<file path="src/rtl/argon2_block_compression_assert.svh">
// Assertion macros shared by the Argon2 compression RTL.
// No dependencies; included inside module bodies.
`ifndef ARGON2_BLOCK_COMPRESSION_ASSERT_SVH
`define ARGON2_BLOCK_COMPRESSION_ASSERT_SVH

// Implication checked on every rising clock edge outside reset.
`define A2_ASSERT_IMP(label, clk, rst, ante, cons) \
   label: assert property (@(posedge clk) disable iff (rst) (ante) |-> (cons)) \
      else $error("assertion failed");

// Next-cycle implication outside reset.
`define A2_ASSERT_NEXT(label, clk, rst, ante, cons) \
   label: assert property (@(posedge clk) disable iff (rst) (ante) |=> (cons)) \
      else $error("assertion failed");

`endif

</file>
<file path="src/rtl/a2bc_pkg.sv">
// Package for the Argon2 compression block: state codes and mixer schedule.
// No dependencies.
`timescale 1ns / 1ps
package a2bc_pkg;
   localparam int WORD_W = 64;

   // control sequencer states
   localparam logic [2:0] ST_LOAD  = 3'd0;
   localparam logic [2:0] ST_COPY  = 3'd1;
   localparam logic [2:0] ST_GLOAD = 3'd2;
   localparam logic [2:0] ST_GOP   = 3'd3;
   localparam logic [2:0] ST_GSTOR = 3'd4;
   localparam logic [2:0] ST_OUT   = 3'd5;

   // ALU step codes within one G call
   localparam logic [1:0] OP_MULADD = 2'd0;
   localparam logic [1:0] OP_XORROT = 2'd1;

   // sequencer status record: busy flag and state code
   typedef struct packed {
      logic       busy;
      logic [2:0] state;
   } seq_stat_type;

   // local lane index (0..15) of G operand for mixer m (0..7), slot (a,b,c,d)
   function automatic logic [3:0] g_lane(input logic [2:0] m, input logic [1:0] slot);
      logic [3:0] base;
      logic [3:0] r;
      base = {2'b00, m[1:0]};
      r = 4'd0;
      if (!m[2]) begin
         r = base + {slot, 2'b00};
      end else begin
         case (slot)
            2'd0: r = base;
            2'd1: r = {2'b01, m[1:0] + 2'd1};
            2'd2: r = {2'b10, m[1:0] + 2'd2};
            default: r = {2'b11, m[1:0] + 2'd3};
         endcase
      end
      return r;
   endfunction

   // global word index of lane for row pass (col=0) or column pass (col=1)
   function automatic logic [6:0] g_addr(input logic col, input logic [2:0] grp,
                                         input logic [3:0] lane);
      logic [6:0] r;
      if (!col) r = {grp, lane};
      else      r = {lane[3:1], grp, lane[0]};
      return r;
   endfunction
endpackage

</file>
<file path="src/rtl/a2bc_alu.sv">
// Shared G step unit: one multiply-add or xor-rotate per cycle, registered.
// Depends on a2bc_pkg.
`timescale 1ns / 1ps
module a2bc_alu (
   input  logic        clock,
   input  logic [1:0]  op,
   input  logic [1:0]  rot_sel,
   input  logic [63:0] x,
   input  logic [63:0] y,
   output logic [63:0] res
);
   import a2bc_pkg::*;
   logic [63:0] prod_ff, prod_in;
   logic [63:0] sum_ff, sum_in;
   logic        isadd_ff;
   logic [63:0] v;
   logic [63:0] rot;

   // stage 1: 32x32 product, x+y, or xor-rotate
   assign v = x ^ y;
   always_comb begin
      prod_in = 64'(x[31:0] * y[31:0]);
      case (rot_sel)
         2'd0: rot = {v[31:0], v[63:32]};
         2'd1: rot = {v[23:0], v[63:24]};
         2'd2: rot = {v[15:0], v[63:16]};
         default: rot = {v[62:0], v[63]};
      endcase
      sum_in = (op == OP_MULADD) ? x + y : rot;
   end
   always_ff @(posedge clock) begin
      prod_ff  <= prod_in;
      sum_ff   <= sum_in;
      isadd_ff <= (op == OP_MULADD);
   end
   // stage 2: add doubled product
   assign res = isadd_ff ? sum_ff + {prod_ff[62:0], 1'b0} : sum_ff;
endmodule

</file>
<file path="config.mk">
export PLATFORM = sky130hd
export DESIGN_NAME = a2bc_alu
export DESIGN_NICKNAME = d
export VERILOG_FILES = /design/src/rtl/argon2_block_compression_assert.svh /design/src/rtl/a2bc_pkg.sv /design/src/rtl/a2bc_alu.sv
export SDC_FILE = /design/constraint.sdc
export NUM_CORES = 2
export LEC_CHECK = 0
export ABC_AREA = 1
export BUFFER_PORTS_ARGS = -buffer_cell sky130_fd_sc_hd__buf_2
export CORE_AREA = 2 2 418 420
export CTS_BUF_LIST = sky130_fd_sc_hd__clkbuf_4 sky130_fd_sc_hd__clkbuf_8
export DETAILED_ROUTE_END_ITERATION = 7
export DIE_AREA = 0 0 420 422
export GPL_TIMING_DRIVEN = 0
export PLACE_DENSITY = 0.51
export SYNTH_ARGS = -nofsm -noshare
export SYNTH_HDL_FRONTEND = slang
export SYNTH_SLANG_ARGS = --single-unit
</file>
<file path="constraint.sdc">
create_clock -name clock -period 18.6 [get_ports clock]
set_input_delay 4.65 -clock clock [delete_from_list [all_inputs] [get_ports clock]]
set_output_delay 4.65 -clock clock [all_outputs]
set_load 0.005 [all_outputs]
</file>
* After elaboration in Yosys (flattened, before gate mapping)
Index checks and enable logic that the tools add are counted.
** Word-level totals
- Word-level logic and storage cells :: 14
- Input port bits :: 133
- Register bits :: 128
** Operators by class
- Reductions and logical operators :: 2
- Equality and inequality tests :: 2
- Multipliers :: 1
- Muxes and demuxes :: 3
- Bitwise gates (word level) :: 1
- Add/sub/neg operators :: 2
** Operator list (number)
- 64-bit case mux with 3 select lines :: 1
- 64-bit adder :: 2
- 64-bit two-way mux :: 2
- 64-bit XOR :: 1
- 32-bit by 32-bit multiplier with 63-bit output :: 1
- 2-bit zero test :: 2
- 2-bit by 1-bit equality test with 1-bit output (second input constant) :: 1
- 2-bit equality test (second input constant) :: 1

* Logic depth before layout (Yosys ltp)
- Depth in word-level cells :: 3
- Depth in mapped cells :: 30

* Worst setup path after synthesis
OpenSTA, ideal clock, no wires.
- Path kind :: in2reg
- Start :: input y[5]
- End :: register prod_ff[60]
- Data required time :: 18.488 ns
- Stages :: 24
- Slack :: 8.141 ns
- Setup time :: 0.112 ns
- Data arrival time :: 10.347 ns
- Cell sequence :: clkbuf_1 nand2_1 fa_1 inv_1 fa_1 fa_1 inv_1 fa_1 inv_1 fa_1 fa_1 fa_1 inv_1 fa_1 inv_1 ha_1 a21oi_1 o21ai_0 a21oi_1 o21bai_1 a21oi_1 nand2_1 nand2_1 nand2_1
** Between the ends
- Word-level cells in the longest chain between the ends :: 1
** RTL lines
- start, declared :: line a2bc_alu.sv:9 : input logic [63:0] y,
- 32-bit by 32-bit multiplier with 63-bit output :: line a2bc_alu.sv:22 : prod_in = 64'(x[31:0] * y[31:0]);
- named net prod_in[60] :: line a2bc_alu.sv:13 : logic [63:0] prod_ff, prod_in;
- end signal, assigned :: line a2bc_alu.sv:32 : prod_ff <= prod_in;
- end, declared :: line a2bc_alu.sv:13
The timed path passes the listed nets, and every way through them passes these cells.

* Final worst setup path
- Start :: input x[17]
- End :: register prod_ff[62]
** Between the ends
- Word-level cells in the longest chain between the ends :: 1
** RTL lines
- start, declared :: line a2bc_alu.sv:8 : input logic [63:0] x,
- 32-bit by 32-bit multiplier with 63-bit output :: line a2bc_alu.sv:22
- named net prod_in[62] :: line a2bc_alu.sv:13
The timed path passes the listed nets, and every way through them passes these cells.

==> run summary <==
Averaged over all synthesized cells, the footprint is 6.60 sq um. The post-placement cell area was 55,400 sq um. The critical-path cell with the highest stage delay is clkbuf_1. The number of synthesized flops with an enable pin was 0; the residual antenna-violating net count after detailed routing was 0. The number of nets in the final layout was 9,441.

The cell family contributing the most delay on the critical path is adder cells. Timing would allow up to 0.0802 GHz. The tools report the element type at the critical path start as a primary input.

OpenSTA, run right after detailed placement, puts the worst setup slack at 5.78 ns. The first detailed-routing pass took 6 iterations. The first global-routing pass estimated 387 mm of wire.

TritonCTS built the clock tree. In the synthesized netlist, the number of instances is 7,813. For the final non-filler cell area, the log shows 55,900 sq um. At the end of routability-driven placement, the weighted congestion stood at 1.03.

The average via count per standard cell was 4.97. The netlist uses 48 different library cells. The floorplan step defined a core boundary enclosing 173,000 sq um.

Buffers added to address setup during post-CTS repair amount to 0. The cell repeated most along the worst path was fa_1. The clock passes through at most 2 buffers. The H-tree was split into 4 levels. Counting the fill cells in the layout gives 19,500.

The final number of max-transition violations is 66, and the worst-margin pin slew is 1.55 ns. The detailed-route via count is 51,500, and the accumulated negative setup slack is 0 ns. The sum of buffers and inverters on the critical path works out to 7. Setup repair after global routing left no endpoint under its margin. The clock transition at the registers of the reported paths works out to 0.08 ns.

During synthesis, Yosys emitted a total of 0 warnings. In this run the biggest area consumer among cell types represents 34.8% of the synthesized area. The hold buffer count at CTS is 0.

The via count of the first global-routing pass was 51,400; the combined area of the multi-input logic cells was 39,600 sq um. For the least setup slack across all paths after layout, the log shows 6.13 ns. Area fraction in and, or, nand and nor cells after synthesis: 25.3%. The worst setup path is captured at a flop. After legalization and detailed placement, the total HPWL measured 238 mm. The most used flip-flop cell after synthesis is dfxtp_1. The die is 420 um wide. In this run the worst hold path is classified as primary input to flop. For the detailed router's first-iteration violation count, the log shows 5,126. The initial utilization of the core area, before any placement, comes to 29.8%. The run gives 19 as the number of antenna violations at the first check in global routing.

Post-CTS repair changed the size of 0 cells. The number of hold violations in the final report was 0; the DRC violation count after routing was 0. The clock period minus final worst setup slack works out to 12.47 ns. Share of synthesized cell area in full adder, half adder and majority cells: 44.1%.

The clock drives 128 sinks. Combinational family with the most area after synthesis: adder cells. Sorting the synthesized cells by area gives the leading types as fa_1 (35%), nand2_1 (18%), inv_1 (16%). Across the whole layout, storage elements account for 2560 sq um.

The normalized max-slew margin came out at -3.13%. The layout overhead on the synthesized area is 8.42%. The final clock period utilization by the worst path came out at 67.1%.

The total I/O pin count is 197. By count the netlist is led by nand2_1 (2,530), inv_1 (2,209), fa_1 (897). The run gives 12.83 ns as the signal arrival time at the worst endpoint. The biggest area contributor in the post-synthesis netlist is fa_1. The share of the yosys chip area belonging to registers was 4.97%.

The async set-or-reset flop fraction in the synthesized netlist works out to 0%. Global routing used 31.1% of the available tracks. In this design, the stage delay of the slowest critical-path cell is 1.06 ns.

Share of post-route cells with drive strength above 1: 4.05%. The flow ran to the end, but the final reports show violations. Entering global routing, the biggest net connects 17 pins. The synthesized netlist devotes 6.35% of its cell area to compound gates. The detailed-route wire length per cell is 26.8 um, and the number of input and output port buffers inserted is 196.

The multiplexer share of the synthesized area came out at 0%. Root buffer cell: clkbuf_8. The number of nets handed over by synthesis was 9,225. The critical path is of the primary input to flop type. After synthesis the cells add up to 51,500 sq um.

The die covers 177,000 sq um. The most used standard cell by instance count after synthesis is nand2_1. The synthesized netlist devotes 1.12% of its cell area to XOR and XNOR gates. The die extent in y came out at 422 um. The initialized floorplan defines 153 standard-cell rows. Global routing finished with a remaining overflow of 0. The final reports fail on capacitance limit, slew limit.

The worst hold slack is 4.78 ns. The run gives 18.95 ns as the data required time at the worst endpoint. Max-cap violations in this run came to 6. For the CTS buffer count, the log shows 17. The synthesized design contains 128 register bits. Along the worst path, the maximum fanout reaches 10. The final layout contains routed wiring with a total length of 278 mm. Setup violations remaining at the end of the flow were counted as 0.
[flip-flops by register name, indices dropped and copies added (netlist names)]
name,cells
sum_ff,64
prod_ff,63
isadd_ff,1
[metal layers]
| metal | global-route usage (%) | vias up | part of all wire, % |
|---|---|---|---|
| li1 | - | 23100 | - |
| met1 | 41.2 | 25800 | 42 |
| met2 | 49.1 | 2240 | 44 |
| met3 | 5.19 | 466 | 8.1 |
| met4 | 14.6 | 16 | 5.9 |
| met5 | 0 | - | 0.033 |
[layout by cell type, fill, tap and decap left out, types with 63 or more instances in the layout]
| cell | synthesis | routed |
|---|---|---|
| nand2_1 | 2530 | 2530 |
| nand3_1 | 228 | 228 |
| buf_2 | 11 | 207 |
| dfxtp_1 | 128 | 128 |
| clkbuf_1 | 232 | 230 |
| inv_1 | 2209 | 2209 |
| fa_1 | 897 | 897 |
| o22ai_1 | 63 | 63 |
| ha_1 | 382 | 382 |
| o21ai_0 | 177 | 177 |
| nor2_1 | 357 | 357 |
| a21oi_1 | 250 | 250 |
[metrics by stage]
stage               util, %  instances
floorplan                 -       7813
global placement       32.1      10300
detailed placement     32.1      10300
CTS                    32.3      10400
global route           32.3      10400
finish                 32.3      10400
[logic make-up after synthesis]
kind of cell | after synthesis
XOR/XNOR | 66
AO/OA/AOI/OAI | 585
buffers and inverters | 2480
flip-flops | 128
AND/OR/NAND/NOR | 3275
adder cells (fa/ha/maj) | 1279
[final timing paths]
kind / cells after the start / to / start
setup / recovery: 25 / prod_ff[62] / x[17]
hold / removal: 5 / sum_ff[53] / x[53]
[area by class of cell]
type / count / share of cell area (%)
diodes: 6 / 0.0269
plain buffers: 263 / 1.85
clock buffers: 17 / 0.419
clock inverters: 15 / 0.327
inverters: 2217 / 14.9
multi-input cells: 5205 / 70.9
flip-flops and latches: 128 / 4.59
well taps: 2325 / 5.21
repair buffers: 197 / 1.78
Power is left out: the tool's default activity adds up to more than one toggle a clock period on the data nets, which glitch-free logic cannot reach.
